===== src/hw/rtl/cmbt_pkg.sv =====
package cmbt_pkg;

    localparam int ROW_BITS = 16;
    localparam int POS_BITS = 32;
    localparam int LEN_BITS = 16;
    localparam int QDEPTH   = 4;
    localparam int QBITS    = $clog2(QDEPTH);

    localparam logic [4:0] K_ADJ    = 5'd0;
    localparam logic [4:0] K_UNCL   = 5'd1;
    localparam logic [4:0] K_KW     = 5'd2;
    localparam logic [4:0] K_ID     = 5'd3;
    localparam logic [4:0] K_NUM    = 5'd4;
    localparam logic [4:0] K_SPACE  = 5'd5;
    localparam logic [4:0] K_EOL    = 5'd6;
    localparam logic [4:0] K_LCOM   = 5'd7;
    localparam logic [4:0] K_BOPEN  = 5'd8;
    localparam logic [4:0] K_BCLOSE = 5'd9;
    localparam logic [4:0] K_LT     = 5'd10;
    localparam logic [4:0] K_LE     = 5'd11;
    localparam logic [4:0] K_GT     = 5'd12;
    localparam logic [4:0] K_GE     = 5'd13;
    localparam logic [4:0] K_EQ     = 5'd14;
    localparam logic [4:0] K_NEA    = 5'd15;
    localparam logic [4:0] K_NEB    = 5'd16;
    localparam logic [4:0] K_SYM    = 5'd17;

    typedef struct packed {
        logic [4:0]          kind;
        logic [2:0]          kw;
        logic [7:0]          sym;
        logic [ROW_BITS-1:0] row;
        logic [POS_BITS-1:0] start;
        logic [LEN_BITS-1:0] len;
        logic                last;
    } t_tok;

    typedef struct packed {
        logic [1:0] cnt;
        t_tok       t0;
        t_tok       t1;
    } t_pair;

endpackage


===== src/hw/rtl/c_minus_byte_tokenizer_top.sv =====
// byte tokenizer for a small c-like language
// input channel: i_valid/o_ready carries one source byte per beat with
// i_end_of_input on the final byte of a stream
// output channel: o_valid/i_ready carries one token per beat: kind, keyword
// index, symbol byte, row, start offset, saturating length, last_of_run
// a byte is taken every cycle while the token queue has room for two tokens;
// each byte gives zero, one or two tokens
// a token caused by a byte is registered in the token queue before it reaches the output
// throughput: one byte per cycle while o_ready is high and one token per cycle while
// i_ready is high; set by the single classify step in the front and the one-beat-per-cycle queue read
// a stalled receiver lets the four-entry queue fill past two entries, after
// which o_ready drops until it drains back to two; tokens are never dropped
// reset (synchronous, active low) empties the queue and returns the scanner
// to idle with row and offset at zero
module c_minus_byte_tokenizer_top import cmbt_pkg::*; (
    input  logic                i_clk,
    input  logic                i_rst_n,
    input  logic                i_valid,
    output logic                o_ready,
    input  logic [7:0]          i_data_byte,
    input  logic                i_end_of_input,
    output logic                o_valid,
    input  logic                i_ready,
    output logic [4:0]          o_token_kind,
    output logic [2:0]          o_keyword_index,
    output logic [7:0]          o_symbol_byte,
    output logic [ROW_BITS-1:0] o_row_number,
    output logic [POS_BITS-1:0] o_start_position,
    output logic [LEN_BITS-1:0] o_lexeme_length,
    output logic                o_last_of_run
);

    logic  space, push;
    t_pair pair;
    t_tok  tok;

    cmbt_front u_front (
        .i_clk, .i_rst_n, .i_valid, .i_data_byte, .i_end_of_input,
        .i_space(space), .o_ready, .o_push(push), .o_pair(pair)
    );

    cmbt_back u_back (
        .i_clk, .i_rst_n, .i_push(push), .i_pair(pair), .o_space(space),
        .o_valid, .i_ready, .o_tok(tok)
    );

    assign o_token_kind     = tok.kind;
    assign o_keyword_index  = tok.kw;
    assign o_symbol_byte    = tok.sym;
    assign o_row_number     = tok.row;
    assign o_start_position = tok.start;
    assign o_lexeme_length  = tok.len;
    assign o_last_of_run    = tok.last;

    a_kind_range: assert property (@(posedge i_clk) disable iff (!i_rst_n)
        o_valid |-> o_token_kind <= K_SYM) else $error("bad token kind");
    a_push_room: assert property (@(posedge i_clk) disable iff (!i_rst_n)
        push |-> space) else $error("push without room");
    a_kw_only: assert property (@(posedge i_clk) disable iff (!i_rst_n)
        (o_valid && o_token_kind != K_KW) |-> o_keyword_index == 3'd0)
        else $error("stray keyword index");

endmodule


===== src/hw/rtl/cmbt_front.sv =====
module cmbt_front import cmbt_pkg::*; (
    input  logic       i_clk,
    input  logic       i_rst_n,
    input  logic       i_valid,
    input  logic [7:0] i_data_byte,
    input  logic       i_end_of_input,
    input  logic       i_space,
    output logic       o_ready,
    output logic       o_push,
    output t_pair      o_pair
);

    typedef enum logic [5:0] {
        S_IDLE  = 6'b000001,
        S_ALPHA = 6'b000010,
        S_DIGIT = 6'b000100,
        S_HELD  = 6'b001000,
        S_LINE  = 6'b010000,
        S_BLOCK = 6'b100000
    } t_mode;

    localparam logic [LEN_BITS-1:0] LEN_MAX = '1;
    localparam logic [ROW_BITS-1:0] ROW_MAX = '1;

    t_mode               r_mode, n_mode;
    logic [47:0]         r_win, n_win;
    logic [LEN_BITS-1:0] r_len, n_len;
    logic [POS_BITS-1:0] r_start, n_start;
    logic [7:0]          r_held, n_held;
    logic                r_star, n_star;
    logic [ROW_BITS-1:0] r_row, n_row;
    logic [POS_BITS-1:0] r_pos, n_pos;

    logic [7:0] b;
    logic is_l, is_d, is_blank, is_sym;
    logic [1:0] cnt;
    t_tok t0, t1;
    logic [LEN_BITS-1:0] one_len, two_len;

    assign b        = i_data_byte;
    assign is_l     = (b >= 8'h61 && b <= 8'h7a) || (b >= 8'h41 && b <= 8'h5a);
    assign is_d     = b >= 8'h30 && b <= 8'h39;
    assign is_blank = b == 8'h20 || b == 8'h09;
    assign is_sym   = !is_l && !is_d && !is_blank && b != 8'h0a && b != 8'hff;
    assign one_len  = LEN_BITS'(1);
    assign two_len  = LEN_BITS'(2);
    assign o_ready  = i_space;

    // row is sampled at emit time, so tokens capture n_row as it stands when emitted
    always_comb begin
        logic          consumed;
        logic [4:0]    wk;
        logic [2:0]    wi;
        t_tok          e;
        n_mode = r_mode; n_win = r_win; n_len = r_len; n_start = r_start;
        n_held = r_held; n_star = r_star; n_row = r_row;
        n_pos = r_pos + POS_BITS'(1);
        consumed = 1'b1;
        cnt = 2'd0;
        t0 = '0; t1 = '0; e = '0;
        // keyword lookup on the current window
        wk = K_ID; wi = 3'd0;
        if (r_len == LEN_BITS'(2) && r_win == 48'h6966) begin
            wk = K_KW; wi = 3'd0;
        end else if (r_len == LEN_BITS'(4) && r_win == 48'h656C7365) begin
            wk = K_KW; wi = 3'd1;
        end else if (r_len == LEN_BITS'(3) && r_win == 48'h696E74) begin
            wk = K_KW; wi = 3'd2;
        end else if (r_len == LEN_BITS'(6) && r_win == 48'h72657475726E) begin
            wk = K_KW; wi = 3'd3;
        end else if (r_len == LEN_BITS'(4) && r_win == 48'h766F6964) begin
            wk = K_KW; wi = 3'd4;
        end else if (r_len == LEN_BITS'(5) && r_win == 48'h7768696C65) begin
            wk = K_KW; wi = 3'd5;
        end
        case (r_mode)
            S_ALPHA: begin
                if (is_l) begin
                    n_win = {r_win[39:0], b};
                    if (r_len != LEN_MAX) n_len = r_len + one_len;
                end else begin
                    e.kind = is_d ? K_ADJ : wk;
                    e.kw = is_d ? 3'd0 : wi;
                    e.row = n_row; e.start = r_start; e.len = r_len;
                    t0 = e; cnt = 2'd1;
                    n_mode = S_IDLE; consumed = 1'b0;
                end
            end
            S_DIGIT: begin
                if (is_d) begin
                    if (r_len != LEN_MAX) n_len = r_len + one_len;
                end else begin
                    e.kind = is_l ? K_ADJ : K_NUM;
                    e.row = n_row; e.start = r_start; e.len = r_len;
                    t0 = e; cnt = 2'd1;
                    n_mode = S_IDLE; consumed = 1'b0;
                end
            end
            S_HELD: begin
                e.row = n_row; e.start = r_start; e.len = two_len;
                n_mode = S_IDLE;
                if (is_sym) begin
                    cnt = 2'd1;
                    if (r_held == 8'h2f && b == 8'h2f) begin
                        e.kind = K_LCOM; n_mode = S_LINE;
                    end else if (r_held == 8'h2f && b == 8'h2a) begin
                        e.kind = K_BOPEN; n_mode = S_BLOCK; n_star = 1'b0; n_len = two_len;
                    end else if (r_held == 8'h3c && b == 8'h3d) e.kind = K_LE;
                    else if (r_held == 8'h3e && b == 8'h3d) e.kind = K_GE;
                    else if (r_held == 8'h3d && b == 8'h3d) e.kind = K_EQ;
                    else if (r_held == 8'h3c && b == 8'h3e) e.kind = K_NEA;
                    else if (r_held == 8'h21 && b == 8'h3d) e.kind = K_NEB;
                    else begin
                        e.kind = K_SYM; e.sym = r_held; e.len = one_len;
                        t1 = e; t1.sym = b; t1.start = r_pos;
                        cnt = 2'd2;
                    end
                    t0 = e;
                end else begin
                    e.len = one_len;
                    if (r_held == 8'h3c) e.kind = K_LT;
                    else if (r_held == 8'h3e) e.kind = K_GT;
                    else begin
                        e.kind = K_SYM; e.sym = r_held;
                    end
                    t0 = e; cnt = 2'd1; consumed = 1'b0;
                end
            end
            S_LINE: begin
                if (b == 8'h0a) begin
                    if (r_row != ROW_MAX) n_row = r_row + ROW_BITS'(1);
                    n_mode = S_IDLE;
                end
            end
            S_BLOCK: begin
                if (r_len != LEN_MAX) n_len = r_len + one_len;
                if (r_star && b == 8'h2f) begin
                    e.kind = K_BCLOSE; e.row = n_row;
                    e.start = r_pos - POS_BITS'(1); e.len = two_len;
                    t0 = e; cnt = 2'd1;
                    n_mode = S_IDLE; n_star = 1'b0;
                end else begin
                    n_star = b == 8'h2a;
                    if (b == 8'h0a && r_row != ROW_MAX) n_row = r_row + ROW_BITS'(1);
                end
            end
            default: begin
                n_mode = S_IDLE; consumed = 1'b0;
            end
        endcase
        if (!consumed) begin
            e = '0; e.row = n_row; e.start = r_pos; e.len = one_len;
            if (is_l) begin
                n_mode = S_ALPHA; n_start = r_pos; n_len = one_len; n_win = {40'd0, b};
            end else if (is_d) begin
                n_mode = S_DIGIT; n_start = r_pos; n_len = one_len;
            end else if (is_blank) begin
                e.kind = K_SPACE; e.sym = b;
                if (cnt == 2'd0) t0 = e; else t1 = e;
                cnt = cnt + 2'd1;
            end else if (b == 8'h0a) begin
                e.kind = K_EOL;
                if (cnt == 2'd0) t0 = e; else t1 = e;
                cnt = cnt + 2'd1;
                if (n_row != ROW_MAX) n_row = n_row + ROW_BITS'(1);
            end else if (b != 8'hff) begin
                n_mode = S_HELD; n_held = b; n_start = r_pos;
            end
        end
        if (i_end_of_input) begin
            e = '0; e.row = n_row; e.start = n_start; e.len = n_len;
            // at most two tokens per byte, so a flush never overflows
            case (n_mode)
                S_ALPHA: begin
                    e.kind = K_ID;
                    if (n_len == LEN_BITS'(2) && n_win == 48'h6966) begin
                        e.kind = K_KW; e.kw = 3'd0;
                    end else if (n_len == LEN_BITS'(4) && n_win == 48'h656C7365) begin
                        e.kind = K_KW; e.kw = 3'd1;
                    end else if (n_len == LEN_BITS'(3) && n_win == 48'h696E74) begin
                        e.kind = K_KW; e.kw = 3'd2;
                    end else if (n_len == LEN_BITS'(6) && n_win == 48'h72657475726E) begin
                        e.kind = K_KW; e.kw = 3'd3;
                    end else if (n_len == LEN_BITS'(4) && n_win == 48'h766F6964) begin
                        e.kind = K_KW; e.kw = 3'd4;
                    end else if (n_len == LEN_BITS'(5) && n_win == 48'h7768696C65) begin
                        e.kind = K_KW; e.kw = 3'd5;
                    end
                end
                S_DIGIT: e.kind = K_NUM;
                S_HELD: begin
                    e.len = one_len;
                    if (n_held == 8'h3c) e.kind = K_LT;
                    else if (n_held == 8'h3e) e.kind = K_GT;
                    else begin
                        e.kind = K_SYM; e.sym = n_held;
                    end
                end
                S_BLOCK: e.kind = K_UNCL;
                S_LINE: if (n_row != ROW_MAX) n_row = n_row + ROW_BITS'(1);
                default: ;
            endcase
            if (n_mode == S_ALPHA || n_mode == S_DIGIT || n_mode == S_HELD
                    || n_mode == S_BLOCK) begin
                if (cnt == 2'd0) t0 = e; else t1 = e;
                cnt = cnt + 2'd1;
            end
            n_mode = S_IDLE; n_star = 1'b0; n_pos = '0;
        end
        if (cnt == 2'd1) t0.last = 1'b1;
        if (cnt == 2'd2) t1.last = 1'b1;
    end

    assign o_push = i_valid && i_space && cnt != 2'd0;
    assign o_pair = '{cnt: cnt, t0: t0, t1: t1};

    always_ff @(posedge i_clk) begin
        if (!i_rst_n) begin
            r_mode <= S_IDLE; r_win <= '0; r_len <= '0; r_start <= '0;
            r_held <= '0; r_star <= 1'b0; r_row <= '0; r_pos <= '0;
        end else if (i_valid && i_space) begin
            r_mode <= n_mode; r_win <= n_win; r_len <= n_len; r_start <= n_start;
            r_held <= n_held; r_star <= n_star; r_row <= n_row; r_pos <= n_pos;
        end
    end

endmodule


===== src/hw/rtl/cmbt_back.sv =====
module cmbt_back import cmbt_pkg::*; (
    input  logic  i_clk,
    input  logic  i_rst_n,
    input  logic  i_push,
    input  t_pair i_pair,
    output logic  o_space,
    output logic  o_valid,
    input  logic  i_ready,
    output t_tok  o_tok
);

    t_tok             r_q [QDEPTH];
    logic [QBITS-1:0] r_wp, r_rp;
    logic [QBITS:0]   r_cnt;
    logic             pop;
    logic [QBITS:0]   n_add;

    // space for two tokens, one full beat, keeps the front from ever overrunning
    assign o_space = r_cnt <= (QBITS+1)'(QDEPTH - 2);
    assign o_valid = r_cnt != '0;
    assign o_tok   = r_q[r_rp];
    assign pop     = o_valid && i_ready;
    assign n_add   = i_push ? (QBITS+1)'(i_pair.cnt) : '0;

    always_ff @(posedge i_clk) begin
        if (i_push) begin
            r_q[r_wp] <= i_pair.t0;
            if (i_pair.cnt == 2'd2) r_q[r_wp + QBITS'(1)] <= i_pair.t1;
        end
    end

    always_ff @(posedge i_clk) begin
        if (!i_rst_n) begin
            r_wp <= '0; r_rp <= '0; r_cnt <= '0;
        end else begin
            r_wp  <= r_wp + n_add[QBITS-1:0];
            r_rp  <= r_rp + QBITS'(pop);
            r_cnt <= r_cnt + n_add - (QBITS+1)'(pop);
        end
    end

endmodule

===== config.mk =====
export PLATFORM = sky130hd
export DESIGN_NAME = c_minus_byte_tokenizer_top
export DESIGN_NICKNAME = d
export VERILOG_FILES = /design/src/hw/rtl/cmbt_pkg.sv /design/src/hw/rtl/c_minus_byte_tokenizer_top.sv /design/src/hw/rtl/cmbt_front.sv /design/src/hw/rtl/cmbt_back.sv
export SDC_FILE = /design/constraint.sdc
export NUM_CORES = 1
export LEC_CHECK = 0
export BUFFER_PORTS_ARGS = -buffer_cell sky130_fd_sc_hd__buf_2
export CAP_MARGIN = 20
export CORE_UTILIZATION = 48
export DETAILED_ROUTE_END_ITERATION = 7
export PLACE_DENSITY = 0.7
export SYNTH_ARGS = -nofsm -noshare
export SYNTH_HDL_FRONTEND = slang
export SYNTH_SLANG_ARGS = --single-unit

===== constraint.sdc =====
create_clock -name i_clk -period 14.45 [get_ports i_clk]
set_clock_uncertainty 0.1 [all_clocks]
set_input_delay 1.445 -clock i_clk [delete_from_list [all_inputs] [get_ports i_clk]]
set_output_delay 1.445 -clock i_clk [all_outputs]
set_load 0.05 [all_outputs]

# Word level (Yosys, flattened, before mapping)
# Memories as Yosys holds them, arrays and structs flattened. A register that Yosys moved wholly into a read port is not among the register bits.
# Index checks and enable logic that the tools add are counted.
word_totals:
  ramBits: 324
  mem_count: 1
  out_inout_bits: 83
  ff_bits: 166
op_classes:
  eq_ne: 57
  magnitude_cmp: 7
  n_addsub: 13
  reduce_logical: 46
  mux: 182
memory_table:
  columns: ["memory", "words", "word_bits", "read_ports", "rd_clocked_by_memory_dff", "wr", "line", "rtl"]
  rows:
  - ["u_back.r_q", 4, 81, 1, 1, 2, "cmbt_back.sv:12", "t_tok r_q [QDEPTH];"]
ops:
  columns: ["cell", "count"]
  rows:
  - ["81-bit two-way mux", 32]
  - ["16-bit two-way mux", 29]
  - ["81-bit one-hot mux with 4 select lines", 1]
  - ["32-bit two-way mux", 7]
  - ["48-bit by 31-bit == test with 1-bit output, second input constant", 4]
  - ["48-bit two-way mux", 4]
  - ["8-bit two-way mux", 22]
  - ["16-bit by 3-bit == test with 1-bit output, second input constant", 6]
  - ["48-bit by 15-bit == test with 1-bit output, second input constant", 2]
  - ["48-bit by 23-bit == test with 1-bit output, second input constant", 2]
  - ["48-bit by 39-bit == test with 1-bit output, second input constant", 2]
  - ["48-bit by 47-bit == test with 1-bit output, second input constant", 2]
  - ["8-bit by 6-bit == test with 1-bit output, second input constant", 12]
  - ["6-bit two-way mux", 14]
  - ["5-bit two-way mux", 16]
  - ["80-bit two-way mux", 1]
  - ["16-bit by 1-bit adder with 16-bit output, second input constant", 4]
  - ["16-bit by 2-bit == test with 1-bit output, second input constant", 4]
  - ["16-bit inequality test, second input constant", 4]
  - ["16-bit one-hot mux with 4 select lines", 1]
  - ["2-bit two-way mux", 18]
  - ["32-bit by 1-bit adder with 32-bit output, second input constant", 1]
  - ["16-bit one-hot mux with 2 select lines", 1]
  - ["32-bit by 1-bit subtractor with 32-bit output, second input constant", 1]
  - ["other kinds (38)", 115]

# Logic depth before layout (Yosys ltp)
logic_depth:
  word_depth: 27
  ltp_mapped: 22
  mapped_depth_nobuf: 18

# By module
# From an unflattened synthesis, not the netlist that was laid out.
unflattened:
  hier_cells: 2764
  area_unflattened_um2: 29727.3
by_module_without_submodules:
  columns: ["module", "cells_each", "n_inst", "area_per_inst_um2"]
  rows:
  - ["cmbt_back", 829, 1, 16579.7]
  - ["cmbt_front", 1935, 1, 13147.6]

# Worst setup path before layout
# Ideal clock, no wire load.
synth_timing:
  path_type: "in2reg"
  from: "in i_data_byte[4]"
  to: "mem u_back.r_q[0][0] in the netlist's numbering, enable pin"
  setup_slack_ps: 877
  path_buffers: 3
  stages: 16
  arrival_time_ps: 12733
  path_cell_list: "buf_2 > nor4bb_1 > nand3_1 > or4_1 > and4_1 > and2_1 > and2_0 > clkbuf_1 > clkbuf_1 > inv_1 > ha_1 > a21oi_1 > ha_1 > or2_2 > o21ai_0 > o41ai_1"
synth_rtl:
  columns: ["item", "line", "rtl"]
  rows:
  - ["start: declaration", "c_minus_byte_tokenizer_top.sv:20", "input logic [7:0] i_data_byte,"]
  - ["end: declaration", "cmbt_back.sv:12", null]

==> impl_metrics.tcl <==
set metrics [dict create \
    utilization 0.534 \
    max_slew_margin 0.173 \
    first_pass_iters 8 \
    core_region_area_um2 57700 \
    dp.final_hpwl_um 62200 \
    clock_latency_ns 0.63 \
    critical_path_required_ns 14.79 \
    mostFrequentLayoutCell "nor2_1" \
    rsz0062_at_grt "false" \
    cts_tree "yes" \
    chipHeight_um 243 \
    synth.avg_cell_area_um2 9.35 \
    cts_hold_buf 0 \
    cts_root_buffer "clkbuf_16" \
    syn2layout_area_growth_pct 10.2 \
    timing.final.max_slew_violations 0 \
    final.min_clock_period_ns 7.42 \
    seq_area_frac_synth 0.466 \
    grt-ovfl-total 0 \
    whs_ns 0.373 \
    numCtsBuffers 54 \
    synth_ff_type "edfxtp_1" \
    syn_area_um2 28000 \
    critical_path_class "in -> reg" \
    drive_gt1_frac 0.129 \
    finalSetupViolations 0 \
    antenna_found_initial 2 \
    status "complete, no violations" \
    path_common_cell "buf_4" \
    ys_types 101 \
    power_mw 4.34 \
    path_max_fanout 97 \
    postSynthCellCount 2994 \
    drt-total-wl_um 93700 \
    drc 0 \
    r2r_setup_slack_ns 7.62 \
    min_path_cells 2 \
    setup_tns_ns 0 \
    ant_nets 0 \
    clk_path_buf_depth 3 \
    num_vias 24900 \
    r2r-start "u_front.r_held[7]" \
    min_period_over_period 0.514 \
    crit_chain "buf_2 -> nor4bb_1 -> nand3_1 -> or4_1 -> and4_1 -> and2_1 -> and2_0 -> buf_4 -> inv_1 -> ha_1 -> a21oi_1 -> ha_1 -> nand3_1 -> mux2_2 -> nor4_4 -> buf_4 -> buf_4 -> mux2_2 -> a221oi_1" \
    start_util 0.485 \
    holdPathEnd "u_front.r_start[10]" \
    ys_seq_elements 490 \
    min_from "u_front.r_start[10]" \
    cp_slowest_cell "buf_4" \
    synth_edf_count 324 \
    avgRoutedWirePerCell_um 24.9 \
    post-cts-setup-buffer-count 0 \
    hp-class "reg -> reg" \
    fp.dieW_um 243 \
    clkTransAtPathRegs_ns 0.06 \
    crit_path_max_incr_delay_ns 0.88 \
    synth_async_sr_flop_share 0 \
    io_buffers 95 \
    ir_drop_uv 133 \
    start_kind "primary input" \
    grt_pass1_wl_um 141000 \
    mostFrequentLayoutCells "517 x nor2_1, 324 x a21oi_1, 324 x edfxtp_1, 290 x nand2_1, 164 x dfxtp_1" \
    finalHoldViolCount 0 \
    yosys_warnings 0 \
    dpl.cell_count 3664 \
    drv_cap 0 \
    grt_max_degree 98 \
    p_leak_nw 10.1 \
    power_density_nw_per_um2 141 \
    worstMarginPinSlew_ns 1.24 \
    cp-end-kind "register" \
    r2r_end "u_back.r_q[2][76]" \
    fin_nets 2986 \
    cp_data_arrival_time_ns 7.76 \
    io_pins 96 \
    max_freq_ghz 0.135 \
    die_area_um2 59300 \
    viasPerCell 6.61 \
    fin_cells 3768 \
    clock_sinks 490 \
    htree_num_levels 2 \
    track_usage 0.309 \
    syn_nets 3024 \
    grt_pass1_vias 22800 \
    gp_congestion 0.978 \
    drt-initial-drc-count 3791 \
    rr_worst_depth 17 \
    num_rows 88 \
    post_cts_resized 0 \
]
[sequential cells by signal, summed over array words and instances, names as in the netlist]
name / flops
u_back.r_wp: 2
u_front.r_row: 16
u_front.r_pos: 32
u_back.r_rp: 2
u_back.r_cnt: 3
u_front.r_held: 8
u_back.r_q: 324
u_front.r_mode: 6
u_front.r_win: 48
u_front.r_len: 16
u_front.r_start: 32
u_front.r_star: 1
[metrics by stage]
stage	instance area (um^2)	setup WS (ns)
after global placement	29000	6.65
final	30800	7.03
after CTS	30800	7.10
after global routing	30800	6.50
after floorplan	28000	0.877
after detailed placement	29000	6.50
[metal layers]
layer,part of all wire,vias up,wire length [um],track usage
met5,0,-,0,0.00817
met4,0.021,0,1930,0.0757
met3,0.12,146,10800,0.0572
li1,-,11100,-,-
met2,0.44,1536,41000,0.458
met1,0.43,12100,40000,0.463
[cells in the mapped netlist (9+ instances only)]
library cell / number / area share
a211oi_1: 22 / 0.0059
a21oi_1: 324 / 0.058
a222oi_1: 12 / 0.0043
a22oi_1: 114 / 0.031
a31oi_1: 30 / 0.0067
a41oi_1: 9 / 0.0028
and2_1: 25 / 0.0056
and3_1: 21 / 0.0047
and4_1: 18 / 0.0056
buf_1: 21 / 0.0028
buf_2: 24 / 0.0043
clkbuf_1: 190 / 0.025
dfxtp_1: 166 / 0.12
edfxtp_1: 324 / 0.35
ha_1: 16 / 0.0072
inv_1: 33 / 0.0044
mux2i_1: 27 / 0.0097
mux4_2: 81 / 0.065
nand2_1: 291 / 0.039
nand2b_1: 14 / 0.0031
nand3_1: 80 / 0.014
nand3b_1: 9 / 0.0024
nand4_1: 42 / 0.0094
nand4b_1: 9 / 0.0028
nor2_1: 523 / 0.070
nor3_1: 55 / 0.0098
nor3b_1: 13 / 0.0035
nor4_1: 36 / 0.0080
o211ai_1: 13 / 0.0035
o21ai_0: 127 / 0.023
o21ai_1: 12 / 0.0021
o22ai_1: 9 / 0.0020
or2_2: 14 / 0.0031
or3_1: 17 / 0.0038
or4_1: 19 / 0.0051
xnor2_1: 31 / 0.0097
xor2_1: 44 / 0.014
[report_power, final]
part / total, mW / internal [mW] / leakage [nW] / switching, mW
Clock: 1.45 / 0.850 / 0.908 / 0.604
Combinational: 1.21 / 0.352 / 4.96 / 0.857
Sequential: 1.67 / 1.58 / 4.28 / 0.0930
Total: 4.34 / 2.78 / 10.1 / 1.55
[worst max path at each step]
stage	startpoint	end	slack (ns)
CTS	i_data_byte[4]	u_back.r_q[2][76]	7.10
finish	i_data_byte[4]	u_back.r_q[2][76]	7.03
detailed placement	i_data_byte[4]	u_back.r_q[2][76]	6.50
floorplan	i_data_byte[4]	u_back.r_q[0][0]	0.88
global placement	i_data_byte[4]	u_back.r_q[2][76]	6.65
global route	i_data_byte[4]	u_back.r_q[2][76]	6.50
[worst max-delay path: cells and delay by family]
| kind | cells | cell delay [ns] |
|---|---|---|
| compound gates | 2 | 0.56 |
| simple gates | 8 | 2.28 |
| mux | 2 | 0.80 |
| fa+ha+maj | 2 | 0.46 |
| buf+inv | 5 | 2.06 |
[logic make-up after synthesis]
group	count (synthesis)	synth area share
AND/OR/NAND/NOR	1226	0.206
AO/OA/AOI/OAI	799	0.180
flip-flops	490	0.466
buffers and inverters	271	0.0380
multiplexers	116	0.0780
XOR/XNOR	75	0.0235
adder cells (fa/ha/maj)	17	0.00787
[final cells by class]
| class | instances | area [um^2] |
|---|---|---|
| multi-input cells | 2233 | 14000 |
| inverters | 33 | 125 |
| well taps | 765 | 957 |
| fillers | 5157 | 26900 |
| repair buffers | 144 | 847 |
| flip-flops and latches | 490 | 13100 |
| diodes | 1 | 2.50 |
| clock buffers | 69 | 1430 |
| clock inverters | 33 | 432 |
(Power assumes the default switching activity.)
